<file path="src/hw/rtl/ogs_pkg.sv">
// shared types, constants and the 5x8 font rom for the glyph streamer
`default_nettype none

package ogs_pkg;

    localparam int DISPLAY_WIDTH_DEF = 128;
    localparam int QUEUE_DEPTH       = 2;

    // byte slots within one character run
    localparam logic [3:0] SLOT_COL_CMD   = 4'd0;
    localparam logic [3:0] SLOT_COL_START = 4'd1;
    localparam logic [3:0] SLOT_COL_END   = 4'd2;
    localparam logic [3:0] SLOT_PAGE_CMD  = 4'd3;
    localparam logic [3:0] SLOT_PAGE      = 4'd4;
    localparam logic [3:0] SLOT_PAGE_END  = 4'd5;
    localparam logic [3:0] SLOT_GLYPH0    = 4'd6;
    localparam logic [3:0] SLOT_GLYPH1    = 4'd7;
    localparam logic [3:0] SLOT_GLYPH2    = 4'd8;
    localparam logic [3:0] SLOT_GLYPH3    = 4'd9;
    localparam logic [3:0] SLOT_GLYPH4    = 4'd10;
    localparam logic [3:0] SLOT_LAST      = 4'd13;

    // display controller commands
    localparam logic [7:0] CMD_COL_ADDR  = 8'h21;
    localparam logic [7:0] CMD_COL_END   = 8'h7F;
    localparam logic [7:0] CMD_PAGE_ADDR = 8'h22;
    localparam logic [7:0] CMD_PAGE_END  = 8'h07;

    localparam logic [7:0] GLYPH_FIRST = 8'h20;
    localparam logic [7:0] GLYPH_LAST  = 8'h7E;

    typedef struct packed {
        logic [2:0] page;
        logic [7:0] column;
        logic [6:0] glyph;
    } t_job;

    // five leading columns of a glyph, first column in the top byte
    function automatic logic [39:0] font_row(input logic [6:0] idx);
        logic [39:0] row;
        unique case (idx)
            7'd0:  row = 40'h0000000000;
            7'd1:  row = 40'h00005F0000;
            7'd2:  row = 40'h0007000700;
            7'd3:  row = 40'h147F147F14;
            7'd4:  row = 40'h242A7F2A12;
            7'd5:  row = 40'h2313086462;
            7'd6:  row = 40'h3649552250;
            7'd7:  row = 40'h0005030000;
            7'd8:  row = 40'h001C224100;
            7'd9:  row = 40'h0041221C00;
            7'd10: row = 40'h082A1C2A08;
            7'd11: row = 40'h08083E0808;
            7'd12: row = 40'h0050300000;
            7'd13: row = 40'h0808080808;
            7'd14: row = 40'h0060600000;
            7'd15: row = 40'h2010080402;
            7'd16: row = 40'h3E5149453E;
            7'd17: row = 40'h00427F4000;
            7'd18: row = 40'h4261514946;
            7'd19: row = 40'h2141454B31;
            7'd20: row = 40'h1814127F10;
            7'd21: row = 40'h2745454539;
            7'd22: row = 40'h3C4A494930;
            7'd23: row = 40'h0171090503;
            7'd24: row = 40'h3649494936;
            7'd25: row = 40'h064949291E;
            7'd26: row = 40'h0036360000;
            7'd27: row = 40'h0056360000;
            7'd28: row = 40'h0008142241;
            7'd29: row = 40'h1414141414;
            7'd30: row = 40'h4122140800;
            7'd31: row = 40'h0201510906;
            7'd32: row = 40'h324979413E;
            7'd33: row = 40'h7E1111117E;
            7'd34: row = 40'h7F49494936;
            7'd35: row = 40'h3E41414122;
            7'd36: row = 40'h7F4141221C;
            7'd37: row = 40'h7F49494941;
            7'd38: row = 40'h7F09090101;
            7'd39: row = 40'h3E41415132;
            7'd40: row = 40'h7F0808087F;
            7'd41: row = 40'h00417F4100;
            7'd42: row = 40'h2040413F01;
            7'd43: row = 40'h7F08142241;
            7'd44: row = 40'h7F40404040;
            7'd45: row = 40'h7F0204027F;
            7'd46: row = 40'h7F0408107F;
            7'd47: row = 40'h3E4141413E;
            7'd48: row = 40'h7F09090906;
            7'd49: row = 40'h3E4151215E;
            7'd50: row = 40'h7F09192946;
            7'd51: row = 40'h4649494931;
            7'd52: row = 40'h01017F0101;
            7'd53: row = 40'h3F4040403F;
            7'd54: row = 40'h1F2040201F;
            7'd55: row = 40'h7F2018207F;
            7'd56: row = 40'h6314081463;
            7'd57: row = 40'h0304780403;
            7'd58: row = 40'h6151494543;
            7'd59: row = 40'h00007F4141;
            7'd60: row = 40'h0204081020;
            7'd61: row = 40'h41417F0000;
            7'd62: row = 40'h0402010204;
            7'd63: row = 40'h4040404040;
            7'd64: row = 40'h0001020400;
            7'd65: row = 40'h2054545478;
            7'd66: row = 40'h7F48444438;
            7'd67: row = 40'h3844444420;
            7'd68: row = 40'h384444487F;
            7'd69: row = 40'h3854545418;
            7'd70: row = 40'h087E090102;
            7'd71: row = 40'h081454543C;
            7'd72: row = 40'h7F08040478;
            7'd73: row = 40'h00447D4000;
            7'd74: row = 40'h2040443D00;
            7'd75: row = 40'h007F102844;
            7'd76: row = 40'h00417F4000;
            7'd77: row = 40'h7C04180478;
            7'd78: row = 40'h7C08040478;
            7'd79: row = 40'h3844444438;
            7'd80: row = 40'h7C14141408;
            7'd81: row = 40'h081414187C;
            7'd82: row = 40'h7C08040408;
            7'd83: row = 40'h4854545420;
            7'd84: row = 40'h043F444020;
            7'd85: row = 40'h3C4040207C;
            7'd86: row = 40'h1C2040201C;
            7'd87: row = 40'h3C4030403C;
            7'd88: row = 40'h4428102844;
            7'd89: row = 40'h0C5050503C;
            7'd90: row = 40'h4464544C44;
            7'd91: row = 40'h0008364100;
            7'd92: row = 40'h00007F0000;
            7'd93: row = 40'h0041360800;
            7'd94: row = 40'h0804081008;
            default: row = 40'h0000000000;
        endcase
        return row;
    endfunction

endpackage

`default_nettype wire

</file>
<file path="src/hw/rtl/ogs_queue.sv">
// short job queue between front and back
`default_nettype none

module ogs_queue (
    input  wire logic          i_clk,
    input  wire logic          i_rst_n,
    input  wire logic          i_push,
    input  wire ogs_pkg::t_job i_job,
    output logic               o_full,
    input  wire logic          i_pop,
    output logic               o_valid,
    output ogs_pkg::t_job      o_job
);

    localparam int PtrW = $clog2(ogs_pkg::QUEUE_DEPTH);
    localparam int CntW = $clog2(ogs_pkg::QUEUE_DEPTH + 1);

    ogs_pkg::t_job r_mem [ogs_pkg::QUEUE_DEPTH];
    logic [PtrW-1:0] r_wr_ptr;
    logic [PtrW-1:0] r_rd_ptr;
    logic [CntW-1:0] r_count;
    logic [PtrW-1:0] n_wr_ptr;
    logic [PtrW-1:0] n_rd_ptr;
    logic [CntW-1:0] n_count;
    logic            do_push;
    logic            do_pop;

    assign o_full  = (r_count == CntW'(ogs_pkg::QUEUE_DEPTH));
    assign o_valid = (r_count != '0);
    assign o_job   = r_mem[r_rd_ptr];
    assign do_push = i_push && !o_full;
    assign do_pop  = i_pop && o_valid;

    function automatic logic [PtrW-1:0] ptr_inc(input logic [PtrW-1:0] p);
        return (p == PtrW'(ogs_pkg::QUEUE_DEPTH - 1)) ? '0 : p + 1'b1;
    endfunction

    always_comb begin
        n_wr_ptr = do_push ? ptr_inc(r_wr_ptr) : r_wr_ptr;
        n_rd_ptr = do_pop ? ptr_inc(r_rd_ptr) : r_rd_ptr;
        n_count  = r_count;
        if (do_push && !do_pop) begin
            n_count = r_count + 1'b1;
        end else if (do_pop && !do_push) begin
            n_count = r_count - 1'b1;
        end
    end

    always_ff @(posedge i_clk) begin
        if (do_push) begin
            r_mem[r_wr_ptr] <= i_job;
        end
    end

    always_ff @(posedge i_clk) begin
        if (!i_rst_n) begin
            r_wr_ptr <= '0;
            r_rd_ptr <= '0;
            r_count  <= '0;
        end else begin
            r_wr_ptr <= n_wr_ptr;
            r_rd_ptr <= n_rd_ptr;
            r_count  <= n_count;
        end
    end

endmodule

`default_nettype wire

</file>
<file path="config.mk">
export PLATFORM = sky130hd
export DESIGN_NAME = ogs_queue
export DESIGN_NICKNAME = d
export VERILOG_FILES = /design/src/hw/rtl/ogs_pkg.sv /design/src/hw/rtl/ogs_queue.sv
export SDC_FILE = /design/constraint.sdc
export NUM_CORES = 1
export LEC_CHECK = 0
export ABC_AREA = 1
export CORE_MARGIN = 2
export CORE_UTILIZATION = 35
export CTS_CLUSTER_SIZE = 10
export DETAILED_ROUTE_END_ITERATION = 6
export DONT_BUFFER_PORTS = 1
export PLACE_DENSITY = 0.6
export SLEW_MARGIN = 20
export SYNTH_ARGS = -nofsm -noshare
export SYNTH_HDL_FRONTEND = slang
export SYNTH_SLANG_ARGS = --single-unit
</file>
<file path="constraint.sdc">
create_clock -name i_clk -period 2.1 [get_ports i_clk]
set_input_delay 0.315 -clock i_clk [delete_from_list [all_inputs] [get_ports i_clk]]
set_output_delay 0.315 -clock i_clk [all_outputs]
set_load 0.05 [all_outputs]
</file>
======== Word level (Yosys, flattened, before mapping) ========
Memories as Yosys holds them, arrays and structs flattened. A register that Yosys moved wholly into a read port is not among the register bits.
Index checks and enable logic that the tools add are counted.
operators by class
  add/sub/neg operators ................... 4
  eq/ne operators ......................... 1
  muxes and demuxes ....................... 8
  reduce and logical (&&, ||, !) cells .... 9
operator list
  cell                 number
  $mux 1               6
  $logic_and 1x1->1    4
  $mux 2               2
  $reduce_bool 2->1    2
  $logic_not 1->1      3
  $add 1x1->1 const B  2
  $add 2x1->2 const B  1
  $eq 2x2->1 const B   1
  $sub 2x1->2 const B  1
word-level totals
  flip-flop bits (word level) ............. 4
  memory bits (writable) .................. 36
  input port bits ......................... 22
  output and inout bits ................... 20
  memories kept ........................... 1
memory list
  name   words  width  read ports  clocked after Yosys merged registers in  write ports  RTL line         text
  r_mem  2      18     1           1                                        1            ogs_queue.sv:18  ogs_pkg::t_job r_mem [ogs_pkg::QUEUE_DEPTH];

======== Depth between registers and ports, before layout ========
  depth after elaboration ................. 7
  depth in mapped cells ................... 10
  gate-level depth less buffers ........... 10

======== Worst setup path before layout ========
OpenSTA, ideal clock, no wires.
  path type ............................... flip-flop to flip-flop
  start point ............................. reg r_count[1]
  end point ............................... mem r_mem[1][0] (netlist name), enable pin
  library setup time ...................... 393 ps
  data arrival time ....................... 1,266 ps
  path slack .............................. 441 ps
  stages on the path, launching flop included .. 4
  cells stage by stage .................... dfxtp_1 inv_1 o21ai_2 nor2_1
on the way
  word-level cells in the longest chain between the ends .. 5
ends and longest elaborated chain
  element                       RTL line         text
  start: declaration            ogs_queue.sv:21  logic [CntW-1:0] r_count;
  start signal: assignment      ogs_queue.sv:63  r_count <= n_count;
  $eq 2x2->1                    ogs_queue.sv:28  assign o_full = (r_count == CntW'(ogs_pkg::QUEUE_DEPTH));
  $logic_not 1->1               ogs_queue.sv:31  assign do_push = i_push && !o_full;
  $logic_and 1x1->1             ogs_queue.sv:31
  $mux 1                        ogs_queue.sv:50  if (do_push) begin
  $mux 1 (not written as such)  ogs_queue.sv:51  r_mem[r_wr_ptr] <= i_job;
  end: declaration              ogs_queue.sv:18
No other way between the ends.

==> summary.txt <==
Peak supply drop -> 0.909 mV
Synthesized cell area -> 1600 sq um
DP HPWL -> 1820 microns
Clock root buffer -> clkbuf_8
Iter 0 DRT Violations -> 43
P_leak -> 0.656 nW
Total CTS buffers -> 5
Synth area leaders -> edfxtp_1 (68%), mux2_4 (9.4%), dfxtp_1 (6.3%)
Flop pwr share -> 42.1%
Layout cells sized above 1 -> 32.1%
Vias in the first global route -> 743
Drt drc -> 0
Via-to-Cell Ratio -> 4.63
Arr. time, crit path -> 1.56 ns
# diodes -> 0
Ys Warns -> 0
Setup TNS -> 0 ns
Number of synthesized flops with an enable pin -> 36
DR vias -> 732
Fin util -> 41.0%
# Max-Cap Violations -> 0
Avg Inst Size Synth -> 17.2 sq um
Slew at the pin closest to its max-slew limit -> 0.462 ns
Design Power -> 2.60 mW
First-pass GRT wire length -> 3750 microns
Part of the power in combinational logic -> 35.2%
Clock skew -> 0.00677 ns
Grt ovf -> 0
Clock Path Buffers -> 2
Worst-path clk slew -> 0.07 ns
Final Cycle Share -> 89.2%
Worst-Skew Late Latency -> 0.29 ns
DP Worst Slack -> 0.503 ns
Final GP Congestion -> 0.657
Area after DPL -> 1690 sq um
Element type at the critical path start -> register
WP data required -> 1.78 ns
Row count -> 24
Final Slew Violations -> 0
WS Path Type -> reg -> out
Largest net degree at the start of global routing -> 13
Post-route ant nets -> 0
IO Port Bufs -> 0
GRT Util Overall -> 10.1%
HP Class -> in -> reg
Crit. End Element -> output port
Clock power share -> 22.8%
CTS tree -> done
CP Max Fanout -> 7
Unrepaired setup endpoints after global routing -> false
Pwr/cell area -> 1450 nW/um^2
Area Growth Syn to Fin -> 12.4%
Most frequent cell after synthesis -> edfxtp_1
Final std cells w/o fill -> 158
Design area -> 1800 sq um
Post-Syn Nets -> 116
Post-Route WL -> 2450 microns
Final-layout fill cell count -> 396
Initial core utilization -> 36.4%
Internal -> 1.63 mW
Top cell type's share of synthesized area -> 67.7%
Fin Hold WS -> 0.118 ns
# setup viols final -> 0
Leading area contributor after synthesis -> edfxtp_1
Nets -> 128
Switching share of power -> 37.2%
Primary FF master, synth -> edfxtp_1
Net Sw Power -> 965 uW
Yosys reg bits -> 41
Initial antenna violation count -> 0
Synth Instances -> 93
Postcts setup bufs -> 0
H-Tree Depth -> 2
Relative slew slack -> 69.1%
Final Hold Vio Count -> 0
Die ar. -> 5120 sq um
Placed insts -> 150
CORE AREA -> 4380 sq um
Pre-antenna DRT Iters -> 6
Die W -> 71.6 microns
R2R setup slack -> 0.57 ns
Distinct cells, synth -> 16
Cts repair resizes -> 0
Min Tclk post-route -> 1.87 ns
Hold Buf Count CTS -> 0
Outcome -> finished clean
Fin worst setup slack -> 0.228 ns
Max Clk Rate -> 534 MHz
Synth top cells by count -> edfxtp_1 (36), mux2_4 (10), nor2_1 (9)
Synth async-reset ratio -> 0%
Sequential-to-total area share from yosys stat -> 73.9%
IO Pins -> 42
Post-DR wirelength/cell -> 15.5 microns
Clock Sinks -> 41
Vert. Die Dim -> 71.6 microns
[cells by family after synthesis]
| family | after synthesis | synth area share (%) |
|---|---|---|
| buffers and inverters | 10 | 3.84 |
| DFF | 41 | 73.9 |
| AOI/OAI and AO/OA | 5 | 1.96 |
| muxes | 18 | 15.0 |
| and+or+nand+nor | 18 | 4.46 |
| adders and majority gates | 1 | 0.783 |
[path summary, 6_finish.rpt]
check | from | endpoint | cells after the start
worst min register to register | r_rd_ptr | register | 2
worst max-delay path | register | o_job[4] | 2
worst min-delay path | i_job[6] | r_mem[0][6] | 0
worst max register to register | r_count[1] | r_count[1] | 9
[flip-flops by register name (all words and copies together), names as in the netlist, named ones only]
register	flops
r_mem	36
r_count	2
r_rd_ptr	1
r_wr_ptr	1
[worst max-delay path, cell delays in order (launching register included)]
cell	delay (ns)
dfxtp_1	0.55
buf_4	0.24
mux2_2	0.47
[layer usage]
| layer | track usage, % | share of wire (%) | up-vias |
|---|---|---|---|
| met2 | 16.2 | 50 | 33 |
| met3 | 6.19 | 12 | 2 |
| met1 | 11.4 | 38 | 341 |
| li1 | - | - | 356 |
| met5 | 0 | 0 | - |
| met4 | 3.14 | 0.74 | 0 |
[cells in the final DEF, fill, tap and decap left out, drive strengths merged]
cell / Yosys / routed
inv: 8 / 8
edfxtp: 36 / 36
a21oi: 1 / 1
buf: 2 / 7
clkinv: 0 / 1
bufinv: 0 / 1
clkbuf: 0 / 6
mux2: 18 / 18
dfxtp: 5 / 5
nand3: 1 / 1
nand2: 7 / 7
nand4: 1 / 1
o21ai: 3 / 3
ha: 1 / 1
nor2: 9 / 9
o21a: 1 / 1
[power by group through the flow]
| stage | clock (mW) | combinational, mW | sequential [mW] |
|---|---|---|---|
| finish | 0.591 | 0.913 | 1.09 |
| floorplan | 0 | 0.831 | 1.09 |
| global route | 0.650 | 0.962 | 1.11 |
| detailed placement | 0 | 0.922 | 1.11 |
| global placement | 0 | 0.892 | 1.11 |
| CTS | 0.612 | 0.923 | 1.10 |
[cell type report]
| type | count | area (sq um) | area share (%) |
|---|---|---|---|
| Multi-Input combinational cell | 42 | 360 | 20.1 |
| Tap cell | 52 | 65.1 | 3.62 |
| Sequential cell | 41 | 1180 | 65.8 |
| Clock buffer | 6 | 72.6 | 4.04 |
| Timing Repair Buffer | 7 | 52.6 | 2.93 |
| Inverter | 8 | 30.0 | 1.67 |
| Clock inverter | 2 | 33.8 | 1.88 |
No activity file was read; power rests on OpenSTA's default activity.
