`src/hw/rtl/ogs_pkg.sv`:
```
// shared types, constants and the 5x8 font rom for the glyph streamer
`default_nettype none

package ogs_pkg;

    localparam int DISPLAY_WIDTH_DEF = 128;
    localparam int QUEUE_DEPTH       = 2;

    // byte slots within one character run
    localparam logic [3:0] SLOT_COL_CMD   = 4'd0;
    localparam logic [3:0] SLOT_COL_START = 4'd1;
    localparam logic [3:0] SLOT_COL_END   = 4'd2;
    localparam logic [3:0] SLOT_PAGE_CMD  = 4'd3;
    localparam logic [3:0] SLOT_PAGE      = 4'd4;
    localparam logic [3:0] SLOT_PAGE_END  = 4'd5;
    localparam logic [3:0] SLOT_GLYPH0    = 4'd6;
    localparam logic [3:0] SLOT_GLYPH1    = 4'd7;
    localparam logic [3:0] SLOT_GLYPH2    = 4'd8;
    localparam logic [3:0] SLOT_GLYPH3    = 4'd9;
    localparam logic [3:0] SLOT_GLYPH4    = 4'd10;
    localparam logic [3:0] SLOT_LAST      = 4'd13;

    // display controller commands
    localparam logic [7:0] CMD_COL_ADDR  = 8'h21;
    localparam logic [7:0] CMD_COL_END   = 8'h7F;
    localparam logic [7:0] CMD_PAGE_ADDR = 8'h22;
    localparam logic [7:0] CMD_PAGE_END  = 8'h07;

    localparam logic [7:0] GLYPH_FIRST = 8'h20;
    localparam logic [7:0] GLYPH_LAST  = 8'h7E;

    typedef struct packed {
        logic [2:0] page;
        logic [7:0] column;
        logic [6:0] glyph;
    } t_job;

    // five leading columns of a glyph, first column in the top byte
    function automatic logic [39:0] font_row(input logic [6:0] idx);
        logic [39:0] row;
        unique case (idx)
            7'd0:  row = 40'h0000000000;
            7'd1:  row = 40'h00005F0000;
            7'd2:  row = 40'h0007000700;
            7'd3:  row = 40'h147F147F14;
            7'd4:  row = 40'h242A7F2A12;
            7'd5:  row = 40'h2313086462;
            7'd6:  row = 40'h3649552250;
            7'd7:  row = 40'h0005030000;
            7'd8:  row = 40'h001C224100;
            7'd9:  row = 40'h0041221C00;
            7'd10: row = 40'h082A1C2A08;
            7'd11: row = 40'h08083E0808;
            7'd12: row = 40'h0050300000;
            7'd13: row = 40'h0808080808;
            7'd14: row = 40'h0060600000;
            7'd15: row = 40'h2010080402;
            7'd16: row = 40'h3E5149453E;
            7'd17: row = 40'h00427F4000;
            7'd18: row = 40'h4261514946;
            7'd19: row = 40'h2141454B31;
            7'd20: row = 40'h1814127F10;
            7'd21: row = 40'h2745454539;
            7'd22: row = 40'h3C4A494930;
            7'd23: row = 40'h0171090503;
            7'd24: row = 40'h3649494936;
            7'd25: row = 40'h064949291E;
            7'd26: row = 40'h0036360000;
            7'd27: row = 40'h0056360000;
            7'd28: row = 40'h0008142241;
            7'd29: row = 40'h1414141414;
            7'd30: row = 40'h4122140800;
            7'd31: row = 40'h0201510906;
            7'd32: row = 40'h324979413E;
            7'd33: row = 40'h7E1111117E;
            7'd34: row = 40'h7F49494936;
            7'd35: row = 40'h3E41414122;
            7'd36: row = 40'h7F4141221C;
            7'd37: row = 40'h7F49494941;
            7'd38: row = 40'h7F09090101;
            7'd39: row = 40'h3E41415132;
            7'd40: row = 40'h7F0808087F;
            7'd41: row = 40'h00417F4100;
            7'd42: row = 40'h2040413F01;
            7'd43: row = 40'h7F08142241;
            7'd44: row = 40'h7F40404040;
            7'd45: row = 40'h7F0204027F;
            7'd46: row = 40'h7F0408107F;
            7'd47: row = 40'h3E4141413E;
            7'd48: row = 40'h7F09090906;
            7'd49: row = 40'h3E4151215E;
            7'd50: row = 40'h7F09192946;
            7'd51: row = 40'h4649494931;
            7'd52: row = 40'h01017F0101;
            7'd53: row = 40'h3F4040403F;
            7'd54: row = 40'h1F2040201F;
            7'd55: row = 40'h7F2018207F;
            7'd56: row = 40'h6314081463;
            7'd57: row = 40'h0304780403;
            7'd58: row = 40'h6151494543;
            7'd59: row = 40'h00007F4141;
            7'd60: row = 40'h0204081020;
            7'd61: row = 40'h41417F0000;
            7'd62: row = 40'h0402010204;
            7'd63: row = 40'h4040404040;
            7'd64: row = 40'h0001020400;
            7'd65: row = 40'h2054545478;
            7'd66: row = 40'h7F48444438;
            7'd67: row = 40'h3844444420;
            7'd68: row = 40'h384444487F;
            7'd69: row = 40'h3854545418;
            7'd70: row = 40'h087E090102;
            7'd71: row = 40'h081454543C;
            7'd72: row = 40'h7F08040478;
            7'd73: row = 40'h00447D4000;
            7'd74: row = 40'h2040443D00;
            7'd75: row = 40'h007F102844;
            7'd76: row = 40'h00417F4000;
            7'd77: row = 40'h7C04180478;
            7'd78: row = 40'h7C08040478;
            7'd79: row = 40'h3844444438;
            7'd80: row = 40'h7C14141408;
            7'd81: row = 40'h081414187C;
            7'd82: row = 40'h7C08040408;
            7'd83: row = 40'h4854545420;
            7'd84: row = 40'h043F444020;
            7'd85: row = 40'h3C4040207C;
            7'd86: row = 40'h1C2040201C;
            7'd87: row = 40'h3C4030403C;
            7'd88: row = 40'h4428102844;
            7'd89: row = 40'h0C5050503C;
            7'd90: row = 40'h4464544C44;
            7'd91: row = 40'h0008364100;
            7'd92: row = 40'h00007F0000;
            7'd93: row = 40'h0041360800;
            7'd94: row = 40'h0804081008;
            default: row = 40'h0000000000;
        endcase
        return row;
    endfunction

endpackage

`default_nettype wire

```
`src/hw/rtl/ogs_front.sv`:
```
// front end: tracks page and column, drops characters past the edge, queues jobs
`default_nettype none

module ogs_front #(
    parameter int DISPLAY_WIDTH = ogs_pkg::DISPLAY_WIDTH_DEF
) (
    input  wire logic          i_clk,
    input  wire logic          i_rst_n,
    input  wire logic          i_valid,
    output logic               o_ready,
    input  wire logic          i_start_req,
    input  wire logic [2:0]    i_page,
    input  wire logic [6:0]    i_column,
    input  wire logic [7:0]    i_character,
    input  wire logic          i_q_full,
    output logic               o_push,
    output ogs_pkg::t_job      o_job
);

    logic [2:0] r_page;
    logic [7:0] r_column;
    logic [2:0] n_page;
    logic [7:0] n_column;
    logic [2:0] eff_page;
    logic [7:0] eff_column;
    logic [8:0] col_end;
    logic       fits;
    logic       accept;
    logic       printable;
    logic [6:0] glyph_ofs;

    assign o_ready    = !i_q_full;
    assign accept     = i_valid && o_ready;
    assign eff_page   = i_start_req ? i_page : r_page;
    assign eff_column = i_start_req ? {1'b0, i_column} : r_column;
    assign col_end    = {1'b0, eff_column} + 9'd8;
    assign fits       = (col_end <= 9'(DISPLAY_WIDTH));
    assign o_push     = accept && fits;

    // non printable codes draw as a space
    assign printable = (i_character >= ogs_pkg::GLYPH_FIRST) &&
                       (i_character <= ogs_pkg::GLYPH_LAST);
    assign glyph_ofs = 7'(i_character - ogs_pkg::GLYPH_FIRST);

    always_comb begin
        o_job.page   = eff_page;
        o_job.column = eff_column;
        o_job.glyph  = printable ? glyph_ofs : 7'd0;
    end

    always_comb begin
        n_page   = r_page;
        n_column = r_column;
        if (accept) begin
            n_page   = eff_page;
            // column saturates once a character no longer fits
            n_column = fits ? col_end[7:0] : eff_column;
        end
    end

    always_ff @(posedge i_clk) begin
        if (!i_rst_n) begin
            r_page   <= 3'd0;
            r_column <= 8'd0;
        end else begin
            r_page   <= n_page;
            r_column <= n_column;
        end
    end

endmodule

`default_nettype wire

```
`config.mk`:
```
export PLATFORM = sky130hd
export DESIGN_NAME = ogs_front
export DESIGN_NICKNAME = d
export VERILOG_FILES = /design/src/hw/rtl/ogs_pkg.sv /design/src/hw/rtl/ogs_front.sv
export SDC_FILE = /design/constraint.sdc
export NUM_CORES = 1
export LEC_CHECK = 0
export BUFFER_PORTS_ARGS = -buffer_cell sky130_fd_sc_hd__buf_4
export CAP_MARGIN = 15
export CORE_MARGIN = 5
export CORE_UTILIZATION = 48
export DETAILED_ROUTE_END_ITERATION = 6
export PLACE_DENSITY_LB_ADDON = 0.15
export SLEW_MARGIN = 20
export SYNTH_ARGS = -nofsm -noshare
export SYNTH_HDL_FRONTEND = slang
export SYNTH_SLANG_ARGS = --single-unit
```
`constraint.sdc`:
```
create_clock -name i_clk -period 5.5 [get_ports i_clk]
set_clock_uncertainty 0.15 [all_clocks]
set_input_delay 1.1 -clock i_clk [delete_from_list [all_inputs] [get_ports i_clk]]
set_output_delay 1.1 -clock i_clk [all_outputs]
set_load 0.02 [all_outputs]
```
**Word level (Yosys, flattened, before mapping)**

Index checks and enable logic that the tools add are counted.

- Logic and storage cells: 15
- Output and inout port bits: 20
- Flip-flop bits (word level): 11

- Reduce and logical (&&, ||, !) cells: 4
- Magnitude comparators: 3
- Muxes and demuxes: 4
- Add/sub/neg operators: 2

Operators with widths:

| operator | count |
|---|---|
| 2-to-1 mux 8 bit | 2 |
| adder 8 x 4 -> 9 bit (second input constant) | 1 |
| less-or-equal comparator 9 x 8 -> 1 bit (second input constant) | 1 |
| greater-or-equal comparator 8 x 6 -> 1 bit (second input constant) | 1 |
| less-or-equal comparator 8 x 7 -> 1 bit (second input constant) | 1 |
| 2-to-1 mux 7 bit | 1 |
| subtractor 7 x 6 -> 7 bit (second input constant) | 1 |
| logical AND 1 bit | 3 |
| 2-to-1 mux 3 bit | 1 |
| logical NOT 1 bit | 1 |

**Depth between registers and ports, before layout**

Gate-level depths: netlist (run 1).

- Depth in word-level cells: 4
- Depth in mapped cells: 11
- Gate-level depth less buffers: 9

**Least setup slack after synthesis (run 1)**

No wires, ideal clock.

- Kind: in2out
- Start point: in i_start_req
- End point: out o_push
- Cell stages on the path: 9
- Path slack: 1.204 ns
- Required time: 4.250 ns
- Data arrival time: 3.046 ns
- Cells stage by stage: buf_6 buf_4 a21o_1 ha_1 nor4_1 and3_1 a21oi_1 o32ai_4 nor2b_1

RTL lines:

| item | line | text |
|---|---|---|
| start, declared | ogs_front.sv:11 | `input wire logic i_start_req,` |
| end, declared | ogs_front.sv:16 | `output logic o_push,` |

**Worst setup path after layout (run 1)**

- Start point: in i_start_req
- End point: out o_push

- Cells in the longest elaborated chain, start to end: 4

RTL lines:

| item | line | text |
|---|---|---|
| 2-to-1 mux 8 bit | ogs_front.sv:35 | `assign eff_column = i_start_req ? {1'b0, i_column} : r_column;` |
| adder 8 x 4 -> 9 bit | ogs_front.sv:36 | `assign col_end = {1'b0, eff_column} + 9'd8;` |
| less-or-equal comparator 9 x 8 -> 1 bit | ogs_front.sv:37 | `assign fits = (col_end <= 9'(DISPLAY_WIDTH));` |
| logical AND 1 bit | ogs_front.sv:38 | `assign o_push = accept && fits;` |

No other way between the ends.

==> run metrics, run 1 <==
Hold Fails Final Rpt=0; ys async rst share=0; Tcrit/Tclk final=0.795; CP Max Fanout=18; Finished Cell Area=1230 um2; CP Class=input pin to primary output; GP Congestion=0.825; Synth area leaders=dfxtp_1, mux2_2, nor3_1, nor2_1, nand2_1; Final min period=4.37 ns; Initial DRC Count=26; global-route wire length before repair=3.94 mm; Yosys top cell area share=0.251; synthesized instance count=112; Final nets=181; initial antenna violation count=0; EDFF count, synth=0; I/O pin count=43; Worst Setup EP=o_push; Cell Chain, Critical Path=buf_4, nor2b_1, a21o_1, ha_1, nor4_1, and3_1, a21oi_1, o32ai_4, nor2b_1, buf_4; register area share after synthesis=0.251; Tot GR Track Use=0.184; P per Cell Area=192 nW/um2; Hold Buf Count CTS=0; r2r setup slk=3.11 ns; MaxCap Viol Count=0; Worst setup EP type=primary output; Finish-stage setup viols=0; CTS Buf Count=3; Synth Flop Type=dfxtp_1; Antenna Violating Nets Remaining=0; Yosys top cell by area=dfxtp_1; Slew headroom=0.695; fmax=229 MHz; vias per inst=5.42; Root Buffer=clkbuf_4; worst min-delay path class=flop to flop; number of global-route vias before repair=935; Leak Pwr=0.567 nW; Distinct cells, synth=36; worst endpoint required time=4.25 ns; setup_tns=0 ns; clock latency on the worst-skew pair=0.27 ns; CTS tree=built; layout cell share with drive strength beyond 1=0.374; IO Port Bufs=42; Worst EP arrival=3.12 ns; Worst setup SP type=input pin; Worst-Margin Slew=0.456 ns; Post-Syn Area=878 um2; status=completed; Worst Path Buf+Inv=2; routed length per instance=13.3 um; RSZ-0062 raised after global routing=no; # DRC=0; H-tree lvl count=1; post-cts repair resize count=0; WP depth=10; synthesized flop and latch total=11; synth warn=0; GR Overflow Total=0; DR vias=976; Slowest-stage cell, CP=o32ai_4; die area=2790 um2; placed inst area=1210 um2; Avg Cell Area, Syn=7.84 um2; Rows=15; Post-CTS Setup Bufs=0; Layout area overhead=40.5%; CTS Buffer Depth=2; clk slew on worst S/H paths=0.08 ns; CP max stage delay=0.40 ns; Core Box Area=1730 um2; Post-Route WL=2.39 mm; Initial Util=0.509; DRT Pass-1 Iters=4; CTS Sinks=11; pin count of the biggest net entering global routing=19; die width=52.8 um; R2R Path Start=r_column[3]; VDD IR max=0.000141 V; cell family with most CP delay=compound AO/OA/AOI/OAI gates; Final Slew Violations=0; Antenna Cells=0; DP Wirelength=1.88 mm; syn_nets=137; FF-to-FF End=r_column[3]; Die Span Y=52.8 um; R2R cell count=9; Worst setup startpoint=i_start_req
==> sequential cells by signal, indices dropped and copies added (netlist names) <==
name	flops
r_page	3
r_column	8
==> stage by stage <==
stage                     std cells  hold WS [ns]   util  worst slack [ns]  power, W
after floorplan                 112         0.291      -              1.20  0.000144
after global placement          176         0.303  0.699              1.24  0.000178
after detailed placement        176         0.311  0.699              1.16  0.000181
after CTS                       180         0.328  0.714              1.16  0.000239
after global routing            180         0.346  0.714             0.960  0.000252
final                           180         0.323  0.714              1.13  0.000237
==> power breakdown <==
part,switching (W),total (W),internal [W]
clock,0.0000305,0.0000574,0.0000269
combinational,0.0000477,0.0000895,0.0000418
sequential,0.00000446,0.0000896,0.0000852
total,0.0000827,0.000237,0.000154
==> final cells by class <==
| cell class | count | area (um2) |
|---|---|---|
| Clock inverter | 1 | 5.00 |
| Multi-Input combinational cell | 92 | 613 |
| Sequential cell | 11 | 220 |
| Fill cell | 145 | 493 |
| Clock buffer | 3 | 22.5 |
| Tap cell | 25 | 31.3 |
| Timing Repair Buffer | 43 | 323 |
| Inverter | 5 | 18.8 |
==> worst min path at each step <==
| stage | cells past startpoint | start | slack, ns | endpoint |
|---|---|---|---|---|
| 2_1_floorplan | 2 | r_column[7] | 0.29 | r_column[7] |
| 3_3_place_gp | 2 | r_column[7] | 0.30 | r_column[7] |
| 3_5_place_dp | 2 | r_column[7] | 0.31 | r_column[7] |
| 4_1_cts | 2 | r_column[7] | 0.33 | r_column[7] |
| 5_1_grt | 2 | r_column[7] | 0.35 | r_column[7] |
| 6_report | 2 | r_column[7] | 0.32 | r_column[7] |
==> cells by family after synthesis <==
family / count (synthesis) / synth area share
buf+inv: 9 / 0.0513
mux: 8 / 0.118
xor+xnor: 2 / 0.0199
compound gates: 18 / 0.171
flops: 11 / 0.251
simple gates: 62 / 0.360
fa+ha+maj: 2 / 0.0285
==> cell usage after synthesis, types with 3 or more instances <==
master / instances
nand2_1: 9
nand4_1: 4
inv_1: 5
mux2_2: 6
nor2_1: 16
dfxtp_1: 11
nor3_1: 12
nand3_1: 5
nor2b_1: 3
a31oi_1: 3
and2_1: 5
==> placed cells by master, fill, tap and decap left out, types with 2 or more instances in the layout <==
cell       n
and2_1     5
dfxtp_1   11
nand3_1    5
buf_4     43
a31oi_1    3
xnor2_1    2
nor2b_1    3
nand2_1    9
nor4_1     2
mux2_2     6
clkbuf_4   3
nand4_1    4
o21ai_0    2
a21oi_1    2
inv_1      5
nor3_1    12
a211oi_1   2
and3_1     2
nor2_1    16
ha_1       2
==> routing by layer <==
layer	track usage	share of wire	wire length [um]	up-vias
met4	0.0596	0.0054	13	0
met5	0	0	0	-
met3	0.0484	0.094	225	2
met1	0.211	0.42	998	437
li1	-	-	-	490
met2	0.326	0.48	1150	47
==> worst min-delay path: stages, from the launching register on <==
cell and delay (ns):
dfxtp_1 0.30, inv_1 0.06, a211oi_1 0.06
Note: power is estimated with default switching activity, not from simulation.
==> run 2, diff against run 1 <==
--- a/config.mk
+++ b/config.mk
@@ -5,10 +5,11 @@
 export SDC_FILE = /design/constraint.sdc
 export NUM_CORES = 1
 export LEC_CHECK = 0
+export ABC_AREA = 1
 export BUFFER_PORTS_ARGS = -buffer_cell sky130_fd_sc_hd__buf_4
 export CAP_MARGIN = 15
 export CORE_MARGIN = 5
-export CORE_UTILIZATION = 48
+export CORE_UTILIZATION = 44
 export DETAILED_ROUTE_END_ITERATION = 6
 export PLACE_DENSITY_LB_ADDON = 0.15
 export SLEW_MARGIN = 20
==> constraint.sdc (replaced) <==
create_clock -name i_clk -period 4.4 [get_ports i_clk]
set_clock_uncertainty 0.15 [all_clocks]
set_input_delay 0.88 -clock i_clk [delete_from_list [all_inputs] [get_ports i_clk]]
set_output_delay 0.88 -clock i_clk [all_outputs]
set_load 0.02 [all_outputs]
==> run 2 against run 1 <==
Sequential share of layout area grew 0.66 points. Clock power increased by 20%. Synthesized cell count is 24% higher. Critical path type unchanged.
==> run metrics, run 2 <==
Synth Flop Type=dfxtp_1; H-tree lvl count=1 (unchanged); synth warn=0 (unchanged); GR Overflow Total=0 (unchanged); Worst setup EP type=primary output; number of global-route vias before repair=867 (-7.3%); Sequential cell area=220 um2 (unchanged); Antenna Violating Nets Remaining=0 (unchanged); Cell Chain, Critical Path=buf_4, inv_4, nand2_1, nand2_1, ha_1, nor2_1, nand3_1, nor2_1, nand2_1, nand2_2, nand2_4, nor2_1, buf_4; FF-to-FF End=r_column[5]; r2r setup slk=2.45 ns (-0.66 ns); Rows=15 (unchanged); WHS=0.308 ns (-0.0142 ns); DR vias=979 (+0.31%); top post-synthesis cells by count=nand2_1, inv_1, nor2_1; RSZ-0062 raised after global routing=no; CTS Sinks=11 (unchanged); syn_nets=164 (+20%); # DRC=0 (unchanged); Slowest-stage cell, CP=ha_1; net switching power=0.0000941 W (+14%); setup_tns=0 ns (unchanged); Die Span Y=53.9 um (+2.2%); Worst setup startpoint=i_start_req; die width=53.9 um (+2.2%); IO Port Bufs=42 (unchanged); Antenna Cells=0 (unchanged); area of the multi-input gates=507 um2 (-17%); Biggest register=r_column; I/O pin count=43 (unchanged); Post-Route WL=2.22 mm (-7.0%); VDD IR max=0.000177 V (+26%); layout cell share with drive strength beyond 1=0.320 (-0.0538); Comb power frac=0.357 (-0.021); top-count cell post-synth=nand2_1; fmax=281 MHz; routed length per instance=10.8 um (-19%); DRT Pass-1 Iters=5 (+1); sequential power share=0.391 (+0.012); ys async rst share=0 (unchanged); Yosys top cell area share=0.259 (+0.00849); Final Slew Violations=0 (unchanged); Final nets=207 (+14%); DP Wirelength=1.79 mm (-4.4%); synthesized instance count=139 (+24%); register area share after synthesis=0.259 (+0.00849); status=completed; Synth area leaders=dfxtp_1, nand2_1, inv_1, nand3_1, nor2_1; Post-CTS Setup Bufs=0 (unchanged); Fill cells=177 (+22%); MaxCap Viol Count=0 (unchanged); EDFF count, synth=0 (unchanged); Yosys top cell by area=dfxtp_1; Core Box Area=1780 um2 (+3.3%); GP Congestion=0.892 (+8.1%); initial antenna violation count=0 (unchanged); Slew headroom=0.688 (-0.00698); die area=2910 um2 (+4.5%); Worst Setup EP=o_push; Leak Pwr=0.636 nW (+12%); worst endpoint required time=3.37 ns (-0.88 ns); Clk pwr share=0.251 (+0.008); Switching Share=0.342 (-0.00772); Worst EP arrival=2.53 ns (-0.59 ns); CP max stage delay=0.35 ns (-0.05 ns); Final min period=3.56 ns; Hold Buf Count CTS=0 (unchanged); CP Class=input pin to primary output; Worst-Margin Slew=0.465 ns (+0.00845 ns); Finish-stage setup viols=0 (unchanged); synthesized flop and latch total=11 (unchanged); Initial DRC Count=12 (-54%); clock latency on the worst-skew pair=0.27 ns (about the same); max reg flops=8 (unchanged); Distinct cells, synth=23 (-36%); worst min-delay path class=flop to flop; Cell Int Power=0.000181 W (+18%); post-cts repair resize count=0 (unchanged); CP Max Fanout=16 (-2); Avg Cell Area, Syn=6.11 um2 (-22%); global-route wire length before repair=3.53 mm (-11%); Root Buffer=clkbuf_4; Layout area overhead=40.1%; vias per inst=4.75 (-12%); commonest non-fill, non-tap cells in the layout=buf_4, nand2_1, inv_1; Worst setup SP type=input pin; Tcrit/Tclk final=0.810; R2R cell count=12 (+3); CTS tree=built; Initial Util=0.476 (-0.0322); CTS Buffer Depth=2 (unchanged); pin count of the biggest net entering global routing=17 (-2); Post-Syn Area=850 um2 (-3.3%); largest registers=r_column (8), r_page (3); P per Cell Area=231 nW/um2 (+21%); CTS Buf Count=3 (unchanged); clk slew on worst S/H paths=0.07 ns (about the same); R2R Path Start=r_column[3]; Hold Fails Final Rpt=0 (unchanged); commonest non-fill, non-tap cell in the layout=buf_4; Tot GR Track Use=0.164 (-0.0206)
==> run 2: cell count changes after synthesis, moves of 5 or more <==
cell	delta
mux2_2	-6
nor3_1	-12
inv_1	+16
nand2_1	+29
o21ai_0	+5
nand3_1	+7
and2_1	-5
==> run 2: cells by family (layout without fill, tap and decap cells) <==
kind of cell,count (synthesis),after routing,synth area share
compound gates,20,20,0.135
xor+xnor,1,1,0.0103
fa+ha+maj,2,2,0.0295
buf+inv,27,69,0.144
flops,11,11,0.259
simple gates,78,78,0.421
==> run 2: worst max-delay path: cells and delay by family <==
family / cells / cell delay (ns)
and+or+nand+nor: 9 / 0.86
adders and majority gates: 1 / 0.35
buffers and inverters: 3 / 0.44
==> run 2: power groups by stage <==
| stage | Sequential (W) | Clock [W] | Combinational [W] |
|---|---|---|---|
| floorplan | 0.000109 | 0 | 0.0000587 |
| global placement | 0.000110 | 0 | 0.0000965 |
| detailed placement | 0.000110 | 0 | 0.0000982 |
| CTS | 0.000108 | 0.0000713 | 0.0000986 |
| global route | 0.000108 | 0.0000766 | 0.000108 |
| finish | 0.000108 | 0.0000691 | 0.0000984 |
==> run 2: through the flow <==
step | total power [W] | setup slack [ns] | cells | area (um2) | utilization
global route | 0.000293 | 0.646 | 206 | 1190 | 0.667
CTS | 0.000278 | 0.847 | 206 | 1190 | 0.667
floorplan | 0.000168 | 0.962 | 139 | 850 | -
detailed placement | 0.000208 | 0.850 | 202 | 1160 | 0.652
finish | 0.000275 | 0.836 | 206 | 1190 | 0.667
global placement | 0.000207 | 0.981 | 202 | 1160 | 0.652
==> run 2: cell type report <==
class	count	share of cell area
repair buffers	42	0.265
clock inverters	1	0.00421
inverters	23	0.0747
flip-flops and latches	11	0.185
well taps	25	0.0263
multi-input cells	101	0.426
clock buffers	3	0.0189
==> run 2: worst min path at each step <==
stage,startpoint,depth (start not counted),to,slack (ns)
2_1_floorplan,r_page[2],2,r_page[2],0.28
3_3_place_gp,r_page[2],2,r_page[2],0.30
3_5_place_dp,r_page[0],2,r_page[0],0.30
4_1_cts,r_page[0],2,r_page[0],0.31
5_1_grt,r_page[0],2,r_page[0],0.34
6_report,r_page[0],2,r_page[0],0.31
==> run 2: per-layer routing <==
metal | GRT usage | routed length, um
met1 | 0.211 | 1000
met2 | 0.272 | 1090
met3 | 0.0222 | 116
met4 | 0.0638 | 14
met5 | 0 | 0
